### src/rtl/tbps_pkg.sv
`timescale 1ns / 1ps
// ----------------------------------------------------------------------------
// tbps_pkg
// Shared widths, codes and interface types of the token bucket shaper.
// ----------------------------------------------------------------------------
package tbps_pkg;

    localparam int QUEUE_DEPTH_DEF  = 32;
    localparam int MAX_RESULTS      = 32;
    localparam int TICKS_PER_SECOND = 100;
    localparam int BYTE_SHIFT       = 3;

    localparam int RATE_W  = 40;
    localparam int BURST_W = 32;
    localparam int LIMIT_W = 24;
    localparam int LEN_W   = 16;
    localparam int QUOT_W  = 34;
    localparam int NEED_W  = LEN_W + BYTE_SHIFT;

    localparam int APB_DATA_W  = 64;
    localparam int APB_ADDR_W  = 5;
    localparam int REG_IDX_LSB = 3;
    localparam int REG_IDX_W   = APB_ADDR_W - REG_IDX_LSB;

    localparam logic [1:0] MODE_ARRIVAL = 2'd0;
    localparam logic [1:0] MODE_TICK    = 2'd1;
    localparam logic [1:0] MODE_FLUSH   = 2'd2;

    localparam logic [1:0] EV_ACCEPTED = 2'd0;
    localparam logic [1:0] EV_DROPPED  = 2'd1;
    localparam logic [1:0] EV_RELEASED = 2'd2;
    localparam logic [1:0] EV_FLUSHED  = 2'd3;

    localparam logic [REG_IDX_W-1:0] REG_AVG_RATE = 2'd0;
    localparam logic [REG_IDX_W-1:0] REG_BURST    = 2'd1;
    localparam logic [REG_IDX_W-1:0] REG_LIMIT    = 2'd2;

    typedef struct packed {
        logic [RATE_W-1:0]  avg_rate;
        logic [BURST_W-1:0] burst;
        logic [LIMIT_W-1:0] limit;
        logic               burst_load;
    } cfg_t;

    typedef struct packed {
        logic push;
        logic pop;
        logic clear;
        logic rd_en;
    } q_ctl_t;

    typedef struct packed {
        logic empty;
        logic full;
    } q_stat_t;

endpackage

### src/rtl/token_bucket_packet_shaper_core.sv
`timescale 1ns / 1ps
// ----------------------------------------------------------------------------
// token_bucket_packet_shaper_core
// Token bucket shaper over a byte-limited queue of packet lengths.
// ----------------------------------------------------------------------------
//  channel  direction  handshake               payload
//  in       sink       in_valid / in_ready     mode, pkt_length
//  out      source     out_valid / out_ready   event_res, length, last
//  cfg      APB slave  psel, penable, pwrite   paddr, pwdata, prdata, pready
//
//  Arrival and flush: the item state after the transfer writes the result register.
//  Tick: start the divider, run its 5 digit steps to done, update the bucket, then
//  per released packet a head read and a check, then close.
//  in_ready is high only while the sequencer is idle.
//  A full output register holds the sequencer until the result is taken.
//  Reset clears the queue pointers, counts, bucket and registers at once.
// ----------------------------------------------------------------------------
module token_bucket_packet_shaper_core #(
    parameter int QUEUE_DEPTH = tbps_pkg::QUEUE_DEPTH_DEF
) (
    input  logic                             clk,
    input  logic                             rst_n,
    input  logic                             in_valid,
    output logic                             in_ready,
    input  logic [1:0]                       mode,
    input  logic [tbps_pkg::LEN_W-1:0]       pkt_length,
    output logic                             out_valid,
    input  logic                             out_ready,
    output logic [1:0]                       event_res,
    output logic [tbps_pkg::LEN_W-1:0]       length,
    output logic                             last,
    input  logic                             psel,
    input  logic                             penable,
    input  logic                             pwrite,
    input  logic [tbps_pkg::APB_ADDR_W-1:0]  paddr,
    input  logic [tbps_pkg::APB_DATA_W-1:0]  pwdata,
    output logic [tbps_pkg::APB_DATA_W-1:0]  prdata,
    output logic                             pready
);

    localparam int BURST_W = tbps_pkg::BURST_W;
    localparam int LIMIT_W = tbps_pkg::LIMIT_W;
    localparam int LEN_W   = tbps_pkg::LEN_W;
    localparam int QUOT_W  = tbps_pkg::QUOT_W;
    localparam int SUM_W   = QUOT_W + 1;
    localparam int REL_W   = $clog2(tbps_pkg::MAX_RESULTS + 1);
    localparam logic [REL_W-1:0] REL_MAX = REL_W'(tbps_pkg::MAX_RESULTS);

    localparam logic [2:0] S_IDLE  = 3'd0;
    localparam logic [2:0] S_ARR   = 3'd1;
    localparam logic [2:0] S_FLUSH = 3'd2;
    localparam logic [2:0] S_DIV   = 3'd3;
    localparam logic [2:0] S_ADD   = 3'd4;
    localparam logic [2:0] S_RD    = 3'd5;
    localparam logic [2:0] S_CHK   = 3'd6;
    localparam logic [2:0] S_FIN   = 3'd7;

    tbps_pkg::cfg_t    cfg;
    tbps_pkg::q_ctl_t  q_ctl;
    tbps_pkg::q_stat_t q_stat;
    logic [LEN_W-1:0]  q_rdata;
    logic              div_start;
    logic              div_done;
    logic [QUOT_W-1:0] div_quot;

    logic [2:0]         state_reg, state_next;
    logic [LEN_W-1:0]   len_reg, len_next;
    logic [BURST_W-1:0] bucket_reg, bucket_next;
    logic [LIMIT_W-1:0] total_reg, total_next;
    logic [REL_W-1:0]   rel_cnt_reg, rel_cnt_next;
    logic               pend_valid_reg, pend_valid_next;
    logic [LEN_W-1:0]   pend_len_reg, pend_len_next;
    logic               out_valid_reg, out_valid_next;
    logic [1:0]         ev_reg;
    logic [LEN_W-1:0]   out_len_reg;
    logic               last_reg;

    logic               emit;
    logic [1:0]         emit_ev;
    logic [LEN_W-1:0]   emit_len;
    logic               emit_last;
    logic               can_emit;
    logic               arr_drop;
    logic [LIMIT_W:0]   arr_sum;
    logic [SUM_W-1:0]   fill_sum;
    logic [BURST_W-1:0] need;
    logic               rel_ok;

    tbps_regs u_regs (
        .clk     (clk),
        .rst_n   (rst_n),
        .psel    (psel),
        .penable (penable),
        .pwrite  (pwrite),
        .paddr   (paddr),
        .pwdata  (pwdata),
        .prdata  (prdata),
        .pready  (pready),
        .cfg     (cfg)
    );

    tbps_div100 u_div (
        .clk      (clk),
        .rst_n    (rst_n),
        .start    (div_start),
        .dividend (cfg.avg_rate),
        .done     (div_done),
        .quotient (div_quot)
    );

    tbps_queue #(
        .DEPTH (QUEUE_DEPTH)
    ) u_queue (
        .clk   (clk),
        .rst_n (rst_n),
        .ctl   (q_ctl),
        .wdata (len_reg),
        .rdata (q_rdata),
        .stat  (q_stat)
    );

    assign in_ready = (state_reg == S_IDLE);
    assign can_emit = !out_valid_reg || out_ready;

    assign arr_sum  = {1'b0, total_reg} + {{(LIMIT_W + 1 - LEN_W){1'b0}}, len_reg};
    assign arr_drop = (arr_sum > {1'b0, cfg.limit}) || q_stat.full;
    assign fill_sum = {{(SUM_W - BURST_W){1'b0}}, bucket_reg} + {1'b0, div_quot};
    assign need     = {{(BURST_W - tbps_pkg::NEED_W){1'b0}}, q_rdata,
                       {tbps_pkg::BYTE_SHIFT{1'b0}}};
    assign rel_ok   = (bucket_reg >= need);

    always_comb
    begin
        state_next      = state_reg;
        len_next        = len_reg;
        bucket_next     = bucket_reg;
        total_next      = total_reg;
        rel_cnt_next    = rel_cnt_reg;
        pend_valid_next = pend_valid_reg;
        pend_len_next   = pend_len_reg;
        q_ctl           = '0;
        div_start       = 1'b0;
        emit            = 1'b0;
        emit_ev         = tbps_pkg::EV_ACCEPTED;
        emit_len        = len_reg;
        emit_last       = 1'b1;

        case (state_reg)
            S_IDLE:
            begin
                if (in_valid)
                begin
                    len_next = pkt_length;
                    case (mode)
                        tbps_pkg::MODE_ARRIVAL: state_next = S_ARR;
                        tbps_pkg::MODE_TICK:
                        begin
                            div_start  = 1'b1;
                            state_next = S_DIV;
                        end
                        tbps_pkg::MODE_FLUSH:   state_next = S_FLUSH;
                        default:                state_next = S_IDLE;
                    endcase
                end
            end
            S_ARR:
            begin
                if (can_emit)
                begin
                    emit = 1'b1;
                    if (arr_drop)
                    begin
                        emit_ev = tbps_pkg::EV_DROPPED;
                    end
                    else
                    begin
                        q_ctl.push = 1'b1;
                        total_next = arr_sum[LIMIT_W-1:0];
                    end
                    state_next = S_IDLE;
                end
            end
            S_FLUSH:
            begin
                if (can_emit)
                begin
                    emit        = 1'b1;
                    emit_ev     = tbps_pkg::EV_FLUSHED;
                    emit_len    = '0;
                    q_ctl.clear = 1'b1;
                    total_next  = '0;
                    state_next  = S_IDLE;
                end
            end
            S_DIV:
            begin
                if (div_done)
                begin
                    state_next = S_ADD;
                end
            end
            S_ADD:
            begin
                if (fill_sum > {{(SUM_W - BURST_W){1'b0}}, cfg.burst})
                begin
                    bucket_next = cfg.burst;
                end
                else
                begin
                    bucket_next = fill_sum[BURST_W-1:0];
                end
                rel_cnt_next    = '0;
                pend_valid_next = 1'b0;
                state_next      = S_RD;
            end
            S_RD:
            begin
                if (q_stat.empty || rel_cnt_reg == REL_MAX)
                begin
                    state_next = S_FIN;
                end
                else
                begin
                    q_ctl.rd_en = 1'b1;
                    state_next  = S_CHK;
                end
            end
            S_CHK:
            begin
                if (!rel_ok)
                begin
                    state_next = S_FIN;
                end
                else if (!pend_valid_reg || can_emit)
                begin
                    emit            = pend_valid_reg;
                    emit_ev         = tbps_pkg::EV_RELEASED;
                    emit_len        = pend_len_reg;
                    emit_last       = 1'b0;
                    q_ctl.pop       = 1'b1;
                    bucket_next     = bucket_reg - need;
                    total_next      = total_reg - {{(LIMIT_W - LEN_W){1'b0}}, q_rdata};
                    rel_cnt_next    = rel_cnt_reg + 1'b1;
                    pend_valid_next = 1'b1;
                    pend_len_next   = q_rdata;
                    state_next      = S_RD;
                end
            end
            S_FIN:
            begin
                if (!pend_valid_reg)
                begin
                    state_next = S_IDLE;
                end
                else if (can_emit)
                begin
                    emit            = 1'b1;
                    emit_ev         = tbps_pkg::EV_RELEASED;
                    emit_len        = pend_len_reg;
                    pend_valid_next = 1'b0;
                    state_next      = S_IDLE;
                end
            end
            default:
            begin
                state_next = S_IDLE;
            end
        endcase

        if (cfg.burst_load)
        begin
            bucket_next = pwdata[BURST_W-1:0];
        end
    end

    assign out_valid_next = emit ? 1'b1 : (out_ready ? 1'b0 : out_valid_reg);

    always_ff @(posedge clk or negedge rst_n)
    begin
        if (!rst_n)
        begin
            state_reg      <= S_IDLE;
            bucket_reg     <= '0;
            total_reg      <= '0;
            rel_cnt_reg    <= '0;
            pend_valid_reg <= 1'b0;
            out_valid_reg  <= 1'b0;
        end
        else
        begin
            state_reg      <= state_next;
            bucket_reg     <= bucket_next;
            total_reg      <= total_next;
            rel_cnt_reg    <= rel_cnt_next;
            pend_valid_reg <= pend_valid_next;
            out_valid_reg  <= out_valid_next;
        end
    end

    always_ff @(posedge clk)
    begin
        len_reg      <= len_next;
        pend_len_reg <= pend_len_next;
        if (emit)
        begin
            ev_reg      <= emit_ev;
            out_len_reg <= emit_len;
            last_reg    <= emit_last;
        end
    end

    assign out_valid = out_valid_reg;
    assign event_res = ev_reg;
    assign length    = out_len_reg;
    assign last      = last_reg;

    a_no_push_full: assert property (@(posedge clk) disable iff (!rst_n)
        q_ctl.push |-> !q_stat.full)
        else $error("push into full queue");

    a_emit_slot_free: assert property (@(posedge clk) disable iff (!rst_n)
        emit |-> (!out_valid_reg || out_ready))
        else $error("result overwrites pending output");

    a_rel_bound: assert property (@(posedge clk) disable iff (!rst_n)
        rel_cnt_reg <= REL_MAX)
        else $error("release count beyond limit");

    a_empty_no_bytes: assert property (@(posedge clk) disable iff (!rst_n)
        q_stat.empty |-> (total_reg == '0))
        else $error("empty queue with queued bytes");

    a_flush_clears: assert property (@(posedge clk) disable iff (!rst_n)
        (emit && emit_ev == tbps_pkg::EV_FLUSHED) |=> (q_stat.empty && total_reg == '0))
        else $error("flush left queue state");

endmodule

### src/rtl/tbps_regs.sv
`timescale 1ns / 1ps
// ----------------------------------------------------------------------------
// tbps_regs
// APB register file: average rate, burst size and buffer limit.
// ----------------------------------------------------------------------------
module tbps_regs (
    input  logic                             clk,
    input  logic                             rst_n,
    input  logic                             psel,
    input  logic                             penable,
    input  logic                             pwrite,
    input  logic [tbps_pkg::APB_ADDR_W-1:0]  paddr,
    input  logic [tbps_pkg::APB_DATA_W-1:0]  pwdata,
    output logic [tbps_pkg::APB_DATA_W-1:0]  prdata,
    output logic                             pready,
    output tbps_pkg::cfg_t                   cfg
);

    logic [tbps_pkg::RATE_W-1:0]    rate_reg;
    logic [tbps_pkg::BURST_W-1:0]   burst_reg;
    logic [tbps_pkg::LIMIT_W-1:0]   limit_reg;
    logic [tbps_pkg::REG_IDX_W-1:0] idx;
    logic                           wr_en;

    assign pready = 1'b1;
    assign idx    = paddr[tbps_pkg::APB_ADDR_W-1:tbps_pkg::REG_IDX_LSB];
    assign wr_en  = psel & penable & pwrite & pready;

    always_ff @(posedge clk or negedge rst_n)
    begin
        if (!rst_n)
        begin
            rate_reg  <= '0;
            burst_reg <= '0;
            limit_reg <= '0;
        end
        else if (wr_en)
        begin
            case (idx)
                tbps_pkg::REG_AVG_RATE: rate_reg  <= pwdata[tbps_pkg::RATE_W-1:0];
                tbps_pkg::REG_BURST:    burst_reg <= pwdata[tbps_pkg::BURST_W-1:0];
                tbps_pkg::REG_LIMIT:    limit_reg <= pwdata[tbps_pkg::LIMIT_W-1:0];
                default:                ;
            endcase
        end
    end

    always_comb
    begin
        case (idx)
            tbps_pkg::REG_AVG_RATE:
                prdata = {{(tbps_pkg::APB_DATA_W-tbps_pkg::RATE_W){1'b0}}, rate_reg};
            tbps_pkg::REG_BURST:
                prdata = {{(tbps_pkg::APB_DATA_W-tbps_pkg::BURST_W){1'b0}}, burst_reg};
            tbps_pkg::REG_LIMIT:
                prdata = {{(tbps_pkg::APB_DATA_W-tbps_pkg::LIMIT_W){1'b0}}, limit_reg};
            default:
                prdata = '0;
        endcase
    end

    assign cfg.avg_rate   = rate_reg;
    assign cfg.burst      = burst_reg;
    assign cfg.limit      = limit_reg;
    assign cfg.burst_load = wr_en && (idx == tbps_pkg::REG_BURST);

endmodule

### src/rtl/tbps_div100.sv
`timescale 1ns / 1ps
// ----------------------------------------------------------------------------
// tbps_div100
// Divider by the tick count per second: one rate byte a cycle, each quotient
// digit found by reciprocal multiplication.
// ----------------------------------------------------------------------------
module tbps_div100 (
    input  logic                          clk,
    input  logic                          rst_n,
    input  logic                          start,
    input  logic [tbps_pkg::RATE_W-1:0]   dividend,
    output logic                          done,
    output logic [tbps_pkg::QUOT_W-1:0]   quotient
);

    localparam int DIGIT_W     = 8;
    localparam int STEPS       = tbps_pkg::RATE_W / DIGIT_W;
    localparam int REM_W       = $clog2(tbps_pkg::TICKS_PER_SECOND);
    localparam int NUM_W       = REM_W + DIGIT_W;
    localparam int RECIP_SHIFT = NUM_W + REM_W;
    localparam int RECIP_W     = RECIP_SHIFT - REM_W + 1;
    localparam int PROD_W      = NUM_W + RECIP_W;
    localparam int CNT_W       = $clog2(STEPS);
    localparam logic [RECIP_W-1:0] RECIP =
        RECIP_W'(((1 << RECIP_SHIFT) + tbps_pkg::TICKS_PER_SECOND - 1)
                 / tbps_pkg::TICKS_PER_SECOND);
    localparam logic [NUM_W-1:0]   DIVISOR   = NUM_W'(tbps_pkg::TICKS_PER_SECOND);
    localparam logic [CNT_W-1:0]   LAST_STEP = CNT_W'(STEPS - 1);

    logic [tbps_pkg::RATE_W-1:0] work_reg, work_next;
    logic [tbps_pkg::QUOT_W-1:0] quot_reg, quot_next;
    logic [REM_W-1:0]            rem_reg, rem_next;
    logic [CNT_W-1:0]            cnt_reg, cnt_next;
    logic                        busy_reg, busy_next;
    logic                        done_reg, done_next;
    logic [NUM_W-1:0]            num;
    logic [PROD_W-1:0]           prod;
    logic [DIGIT_W-1:0]          qdig;
    logic [NUM_W-1:0]            qdig_scaled;
    logic [NUM_W-1:0]            rem_full;

    assign num         = {rem_reg, work_reg[tbps_pkg::RATE_W-1 -: DIGIT_W]};
    assign prod        = {{RECIP_W{1'b0}}, num} * {{NUM_W{1'b0}}, RECIP};
    assign qdig        = prod[RECIP_SHIFT +: DIGIT_W];
    assign qdig_scaled = {{(NUM_W - DIGIT_W){1'b0}}, qdig} * DIVISOR;
    assign rem_full    = num - qdig_scaled;

    always_comb
    begin
        work_next = work_reg;
        quot_next = quot_reg;
        rem_next  = rem_reg;
        cnt_next  = cnt_reg;
        busy_next = busy_reg;
        done_next = 1'b0;
        if (start)
        begin
            work_next = dividend;
            quot_next = '0;
            rem_next  = '0;
            cnt_next  = '0;
            busy_next = 1'b1;
        end
        else if (busy_reg)
        begin
            work_next = {work_reg[tbps_pkg::RATE_W-DIGIT_W-1:0], {DIGIT_W{1'b0}}};
            quot_next = {quot_reg[tbps_pkg::QUOT_W-DIGIT_W-1:0], qdig};
            rem_next  = rem_full[REM_W-1:0];
            cnt_next  = cnt_reg + 1'b1;
            if (cnt_reg == LAST_STEP)
            begin
                busy_next = 1'b0;
                done_next = 1'b1;
            end
        end
    end

    always_ff @(posedge clk or negedge rst_n)
    begin
        if (!rst_n)
        begin
            cnt_reg  <= '0;
            busy_reg <= 1'b0;
            done_reg <= 1'b0;
        end
        else
        begin
            cnt_reg  <= cnt_next;
            busy_reg <= busy_next;
            done_reg <= done_next;
        end
    end

    always_ff @(posedge clk)
    begin
        work_reg <= work_next;
        quot_reg <= quot_next;
        rem_reg  <= rem_next;
    end

    assign done     = done_reg;
    assign quotient = quot_reg;

endmodule

### src/rtl/tbps_queue.sv
`timescale 1ns / 1ps
// ----------------------------------------------------------------------------
// tbps_queue
// Circular store of packet lengths with head read port and entry count.
// ----------------------------------------------------------------------------
module tbps_queue #(
    parameter int DEPTH = tbps_pkg::QUEUE_DEPTH_DEF
) (
    input  logic                        clk,
    input  logic                        rst_n,
    input  tbps_pkg::q_ctl_t            ctl,
    input  logic [tbps_pkg::LEN_W-1:0]  wdata,
    output logic [tbps_pkg::LEN_W-1:0]  rdata,
    output tbps_pkg::q_stat_t           stat
);

    localparam int PTR_W = $clog2(DEPTH);
    localparam int CNT_W = $clog2(DEPTH + 1);
    localparam logic [PTR_W-1:0] LAST_PTR = PTR_W'(DEPTH - 1);
    localparam logic [CNT_W-1:0] FULL_CNT = CNT_W'(DEPTH);

    logic [tbps_pkg::LEN_W-1:0] mem [DEPTH];
    logic [tbps_pkg::LEN_W-1:0] rdata_reg;
    logic [PTR_W-1:0]           head_reg, head_next;
    logic [PTR_W-1:0]           tail_reg, tail_next;
    logic [CNT_W-1:0]           count_reg, count_next;

    always_comb
    begin
        head_next  = head_reg;
        tail_next  = tail_reg;
        count_next = count_reg;
        if (ctl.clear)
        begin
            head_next  = '0;
            tail_next  = '0;
            count_next = '0;
        end
        else
        begin
            if (ctl.push)
            begin
                tail_next = (tail_reg == LAST_PTR) ? '0 : tail_reg + 1'b1;
            end
            if (ctl.pop)
            begin
                head_next = (head_reg == LAST_PTR) ? '0 : head_reg + 1'b1;
            end
            if (ctl.push && !ctl.pop)
            begin
                count_next = count_reg + 1'b1;
            end
            else if (ctl.pop && !ctl.push)
            begin
                count_next = count_reg - 1'b1;
            end
        end
    end

    always_ff @(posedge clk or negedge rst_n)
    begin
        if (!rst_n)
        begin
            head_reg  <= '0;
            tail_reg  <= '0;
            count_reg <= '0;
        end
        else
        begin
            head_reg  <= head_next;
            tail_reg  <= tail_next;
            count_reg <= count_next;
        end
    end

    always_ff @(posedge clk)
    begin
        if (ctl.push)
        begin
            mem[tail_reg] <= wdata;
        end
        if (ctl.rd_en)
        begin
            rdata_reg <= mem[head_reg];
        end
    end

    assign rdata      = rdata_reg;
    assign stat.empty = (count_reg == '0);
    assign stat.full  = (count_reg == FULL_CNT);

endmodule

### config.mk
export PLATFORM = sky130hd
export DESIGN_NAME = token_bucket_packet_shaper_core
export DESIGN_NICKNAME = d
export VERILOG_FILES = /design/src/rtl/tbps_pkg.sv /design/src/rtl/token_bucket_packet_shaper_core.sv /design/src/rtl/tbps_regs.sv /design/src/rtl/tbps_div100.sv /design/src/rtl/tbps_queue.sv
export SDC_FILE = /design/constraint.sdc
export NUM_CORES = 2
export LEC_CHECK = 0
export BUFFER_PORTS_ARGS = -buffer_cell sky130_fd_sc_hd__buf_2
export CORE_AREA = 4 4 358 360
export CTS_BUF_LIST = sky130_fd_sc_hd__clkbuf_8
export CTS_CLUSTER_SIZE = 28
export DETAILED_ROUTE_END_ITERATION = 10
export DIE_AREA = 0 0 362 364
export PLACE_DENSITY = 0.47
export REMOVE_ABC_BUFFERS = 1
export SLEW_MARGIN = 20
export SYNTH_ARGS = -nofsm -noshare
export SYNTH_HDL_FRONTEND = slang
export SYNTH_SLANG_ARGS = --single-unit
### constraint.sdc
create_clock -name clk -period 8.01 [get_ports clk]
set_input_delay 0.4005 -clock clk [delete_from_list [all_inputs] [get_ports clk]]
set_output_delay 0.4005 -clock clk [all_outputs]
set_load 0.005 [all_outputs]
== Yosys cells after proc, flatten, opt, wreduce, memory -nomap -nowiden ==
Memory sizes are Yosys's and may differ from the RTL's. A register that Yosys moved wholly into a read port is not among the register bits.
Cells that the tools add are included.

* Add/sub/neg operators: 11
* $mul: 2
* Magnitude comparators: 3
* Eq/ne operators: 26
* Multiplexer cells: 84
* Bitwise logic cells: 2
* Reduce and logical (&&, ||, !) cells: 36

{| class="wikitable"
|+ Operators with widths
! cell !! count
|-
| $mux 32 || 4
|-
| $mux 24 || 5
|-
| $pmux 40 s3 || 1
|-
| $mux 16 || 5
|-
| $mux 40 || 2
|-
| $pmux 24 s3 || 1
|-
| $pmux 32 s2 || 1
|-
| $pmux 16 s3 || 1
|-
| $add 32x34->35 || 1
|-
| $gt 35x32->1 || 1
|-
| $mux 1 || 33
|-
| $ge 32x19->1 || 1
|-
| $sub 32x19->32 || 1
|-
| $mux 5 || 6
|-
| $mux 6 || 5
|-
| $mul 15x13->27 const B || 1
|-
| $add 24x16->25 || 1
|-
| $gt 25x24->1 || 1
|-
| $mux 3 || 8
|-
| $sub 24x16->24 || 1
|-
| $pmux 3 s7 || 1
|-
| $eq 3x3->1 const B || 5
|-
| $reduce_and 3->1 || 5
|-
| $add 6x1->6 const B || 2
|-
| other kinds (31) || 71
|}

* Flip-flop bits (word level): 316
* Bits in writable memories: 512
* Input port bits: 94
* Output and inout port bits: 86
* Word-level logic and storage cells: 188
* Memories kept: 1

{| class="wikitable"
|+ Memories
! name !! words !! width !! rd ports !! clocked after Yosys merged registers in !! write ports !! line !! source
|-
| u_queue.mem || 32 || 16 || 1 || 1 || 1 || tbps_queue.sv:22 || <nowiki>logic [tbps_pkg::LEN_W-1:0] mem [DEPTH];</nowiki>
|}

== Depth between registers and ports, before layout ==
* Depth in word-level cells: 11
* Depth in mapped cells: 31
* Gate-level depth less buffers: 31

== Modules after synthesis ==
A second synthesis with hierarchy kept.

* Cells, all modules: 3406
* Area total of the unflattened synthesis: 44455.1 µm²

{| class="wikitable"
|+ By module, submodules not included
! module !! times used !! cells each !! area an instance (µm²) !! sequential area each (µm²)
|-
| tbps_queue || 1 || 1094 || 21244.1 || 16255.6
|-
| token_bucket_packet_shaper_core || 1 || 1368 || 11688.7 || 3208.1
|-
| tbps_div100 || 1 || 603 || 7028.0 || 2147.1
|-
| tbps_regs || 1 || 341 || 4494.3 || 2402.3
|}

== Worst setup path before layout ==
No wires, ideal clock.

* Path kind: reg-to-reg
* Start: reg len_reg[0]
* End: reg u_queue.count_reg[5]
* Setup time: 0.123 ns
* Arrival: 6.552 ns
* Data required time: 7.887 ns
* Setup slack: 1.335 ns
* Cell stages (with the launch flop): 28
* Buffers on the path: 1
* Period minus slack after synthesis: 6.675 ns
* Cells stage by stage: edfxtp_1 ha_1 fa_1 a21oi_1 o21bai_1 a21oi_1 o21ai_0 a21oi_1 o21ai_1 and2_1 nand3_1 xnor2_1 ha_1 a2111o_1 a221oi_1 o21ai_0 a22o_1 a311oi_2 clkbuf_1 inv_1 ha_1 a21o_1 a21o_1 a21o_1 a21oi_1 mux2_2 o21ai_1 o21ai_1

* Cells in the longest elaborated chain, start to end: 9
* Elaborated cells between the ends (all ways): 12
* Those cells by class: add/sub (1); order compare (1); mux (5); reduce/logical (5)

{| class="wikitable"
|+ RTL lines
! what !! line !! source
|-
| start, declared || token_bucket_packet_shaper_core.sv:67 || <nowiki>logic [LEN_W-1:0] len_reg, len_next;</nowiki>
|-
| start signal, assigned || token_bucket_packet_shaper_core.sv:302 || <nowiki>len_reg <= len_next;</nowiki>
|-
| $add 24x16->25 * || token_bucket_packet_shaper_core.sv:125 || <nowiki>assign arr_sum = {1'b0, total_reg} + {{(LIMIT_W + 1 - LEN_W){1'b0}}, len_reg};</nowiki>
|-
| $gt 25x24->1 * || token_bucket_packet_shaper_core.sv:126 || <nowiki>assign arr_drop = (arr_sum > {1'b0, cfg.limit}) || q_stat.full;</nowiki>
|-
| $logic_or 1x1->1 * || token_bucket_packet_shaper_core.sv:126 ||
|-
| $mux 1 * || token_bucket_packet_shaper_core.sv:171 || <nowiki>if (arr_drop)</nowiki>
|-
| $mux 1 * || token_bucket_packet_shaper_core.sv:168 || <nowiki>if (can_emit)</nowiki>
|-
| $mux 1 * || token_bucket_packet_shaper_core.sv:148 || <nowiki>case (state_reg)</nowiki>
|-
| $logic_and 1x1->1 / $logic_not 1->1 (equally long branches) || tbps_queue.sv:49, tbps_queue.sv:53 ||
|-
| $mux 6 / $logic_and 1x1->1 (equally long branches) || tbps_queue.sv:49, tbps_queue.sv:53 ||
|-
| $mux 6 / $reduce_bool 3->1 (equally long branches) || n/a ||
|-
| end signal, assigned || tbps_queue.sv:72 || <nowiki>count_reg <= count_next;</nowiki>
|-
| end, declared || tbps_queue.sv:26 || <nowiki>logic [CNT_W-1:0] count_reg, count_next;</nowiki>
|}

Every way passes the cells marked *; elsewhere a longest branch is shown, timed or not.
A chain may end at the register's enable or synchronous reset.

== Final worst setup path ==
* Start: reg u_div.work_reg[36] (netlist bit)
* End: reg u_div.rem_reg[6]

* Cells in the longest elaborated chain, start to end: 3

{| class="wikitable"
|+ RTL lines
! what !! line !! source
|-
| start, declared || tbps_div100.sv:30 || <nowiki>logic [tbps_pkg::RATE_W-1:0] work_reg, work_next;</nowiki>
|-
| start signal, assigned || tbps_div100.sv:96 || <nowiki>work_reg <= work_next;</nowiki>
|-
| $mul 15x13->27 || tbps_div100.sv:43 || <nowiki>assign prod = {{RECIP_W{1'b0}}, num} * {{NUM_W{1'b0}}, RECIP};</nowiki>
|-
| named net u_div.prod[22] || tbps_div100.sv:37 || <nowiki>logic [PROD_W-1:0] prod;</nowiki>
|-
| $mul 8x5->5 || tbps_div100.sv:45 || <nowiki>assign qdig_scaled = {{(NUM_W - DIGIT_W){1'b0}}, qdig} * DIVISOR;</nowiki>
|-
| $sub 7x7->7 || tbps_div100.sv:46 || <nowiki>assign rem_full = num - qdig_scaled;</nowiki>
|-
| end signal, assigned || tbps_div100.sv:98 || <nowiki>rem_reg <= rem_next;</nowiki>
|-
| end, declared || tbps_div100.sv:32 || <nowiki>logic [REM_W-1:0] rem_reg, rem_next;</nowiki>
|}

The timed path passes the listed nets, and every way through them passes these cells.

==> flow_summary.toml <==
[outcome]
result_of_the_run = "finished clean"

[cts]
postCtsSetupRepairBufs = 0
clk_pin_slew_worst_paths_ns = 0.06
clockRootBuffer = "clkbuf_8"
clkLatencyLatePin_ns = 0.87
htree_num_levels = 4
tritoncts = "yes"
cts_resized = 0
bufs_on_longest_clock_path = 3
cts_sinks = 844
ctsHoldBuffers = 57
cts-buffers-inserted = 151

[die]
fp.coreArea_um2 = 125100
num_io_pins = 180
die_w_um = 362
die_h_um = 364
placement_rows = 130
floorplan.initialDensity_pct = 34.76
fp.dieArea_um2 = 131800

[final_layout]
regArea_um2 = 24020
final_area_um2 = 49790
fin_nets = 4036
area.growth.synth_to_final_pct = 14.51
final_core_utilization_pct = 39.81
n_fill_cell = 11950
total_area_of_multi_input_combinational_cells_um2 = 18050
largest_register_ffs = 512
layout-drive-gt1-share_pct = 18.73

[worst_hold_path]
timing.hold.worst.class = "in -> reg"

[timing]
setup_total_negative_slack_ns = 0
fin_worst_skew_ns = 0.04909
final.min_clock_period_ns = 7.337
slew_headroom_pct = 23.27
timing_worst_slew_pin_value_ns = 1.148
drv_slew = 0
grt_setup_unrepaired = "false"
setup-violations-final = 0
finalWorstSetupSlack_ns = 0.6727
period_share_pct = 91.60
max_clock_freq_mhz = 136.3
timing.final.hold_violations = 0

[critical_path]
end_kind = "flip-flop"
timing.critical_path.from_type = "flip-flop"
critPathArrivalTime_ns = 8.02
critical_path.n_buffers_inverters = 3
cp.required_ns = 8.69
worst_path_max_stage_delay_ns = 0.59
worst-setup-path-type = "reg -> reg"
critical_path.slowest_cell = "edfxtp_1"
timing.critical_path.max_delay_family = "adder cells"
timing.critical_path.fanout_max = 7

[drt]
route.final.wire_length_um = 127100
postRouteAntennaNets = 0
detailed_route_wirelength_on_metal2_um = 60500
drt_pre_antenna_iters = 5
route.met3.wl_um = 5767
initial_drt_markers = 2011
number_of_drc_violations_after_detailed_routing = 0
highest-signal-layer = "met4"
routed_via_count_divided_by_cell_count = 5.144
met1Wirelength_um = 55970
drt-wirelength-per-cell_um = 23.65
routed-via-count = 27640

[logic_synthesis]
synth_compound_area_share_pct = 8.595
ys_top_cells_by_area = "edfxtp_1 43%, dfrtp_1 11%, mux4_2 8.3%"
synth_edf_count = 619
mappedNetlistArea_um2 = 43480
synthSimpleGateAreaFrac_pct = 8.060
ys.warnings.count = 0
synth_fa_ha_area_share_pct = 10.80
synth_mux_area_share_pct = 11.57
synth_top_family_by_area = "multiplexers"
postSynth.asyncResetShare_pct = 21.80
post_synth_inst_count = 3329
yosysTopAreaCellShare_pct = 42.75
synth_largest_area_cell = "edfxtp_1"
synth.ff_latch_count = 844
synthMostInstantiatedCell = "edfxtp_1"
ys.flop_type = "edfxtp_1"
postSynthAreaPerCell_um2 = 13.06
post_synth_most_frequent_cells = "619 x edfxtp_1, 298 x nand2_1, 257 x ha_1"
number_of_library_cell_types_mapped_by_synthesis = 82
sequential_cell_area_fraction_in_the_yosys_report_pct = 55.23
synth_xor_area_share_pct = 1.934

[placement]
place.port_buffers = 127
dp_slack_ns = 0.6678
placed_area_um2 = 46360
dpl_hpwl_um = 86010
gp_congestion = 0.8622

[grt]
first_global_vias = 28590
grt_start_max_net_pins = 89
grt_pass1_wl_um = 187500
grt_util_all_layers_pct = 19.28
global_route.overflow_total = 0
grt_antenna_before_repair = 10

[run]
cap_violations = 0
[final timing paths]
kind                                                          to  cells after the start                    startpoint  slack, ns
worst max register to register     u_div.rem_reg[6]$_SDFFE_PP0P_                     27  u_div.work_reg[36]$_DFFE_PP_       0.67
worst min register to register         pend_len_reg[9]$_DFFE_PP_                      0    u_queue.rdata[9]$_DFFE_PP_       0.42
max in group asynchronous       u_regs.limit_reg[14]$_DFFE_PN0P_                      4                         rst_n       5.97
worst max-delay path               u_div.rem_reg[6]$_SDFFE_PP0P_                     27  u_div.work_reg[36]$_DFFE_PP_       0.67
worst min-delay path                  pend_valid_reg$_DFFE_PN0P_                      5                     out_ready       0.11
min in group asynchronous        u_regs.rate_reg[38]$_DFFE_PN0P_                      2                         rst_n       0.15
[per-stage QoR]
| stage | hold slack (ns) | std cells |
|---|---|---|
| 6_report | 0.1127 | 5373 |
| 3_3_place_gp | 0.4315 | 5051 |
| 5_1_grt | 0.08490 | 5372 |
| 2_1_floorplan | 0.1049 | 3185 |
| 4_1_cts | 0.008736 | 5371 |
| 3_5_place_dp | 0.4340 | 5051 |
[logic make-up (layout without fill, tap and decap cells)]
logic type               after synthesis  count (layout)
AND/OR/NAND/NOR                      768             768
adder cells (fa/ha/maj)              331             331
multiplexers                         295             295
flip-flops                           844             844
buffers and inverters                407             776
AO/OA/AOI/OAI                        586             586
other                                  2              27
XOR/XNOR                              96              96
[cell usage in the layout, fill, tap and decap left out, types with 61 or more instances in the layout]
master and instances:
edfxtp_1 619, nand2_1 297, inv_1 286, ha_1 257, nor2_1 187, dfrtp_1 179
o21ai_0 173, clkbuf_8 161, mux4_2 160, a21oi_1 146, buf_2 126, buf_4 89
mux2i_1 75, fa_1 74, xnor2_1 61
[layer usage]
layer  vias up  GRT usage, %
met4         0         8.226
met5         -             0
met2       676         31.66
met1     13880         25.45
met3       193         3.072
li1      12890             -
[final cells by class]
class / count / area share (%)
sequential: 844 / 48.25
multi-input combinational: 2101 / 36.25
clock buffer: 161 / 4.450
tap: 1650 / 4.146
timing repair buffer: 273 / 3.784
inverter: 240 / 1.814
clock inverter: 102 / 1.294
antenna: 2 / 0.01005
[worst min-delay path, stage by stage]
cell and delay [ns]:
buf_2 0.08, nor2b_1 0.04, buf_4 0.17, o21ai_0 0.16
a211oi_1 0.07
Power is left out: the tool's default activity adds up to more than one toggle a clock period on the data nets, which glitch-free logic cannot reach.
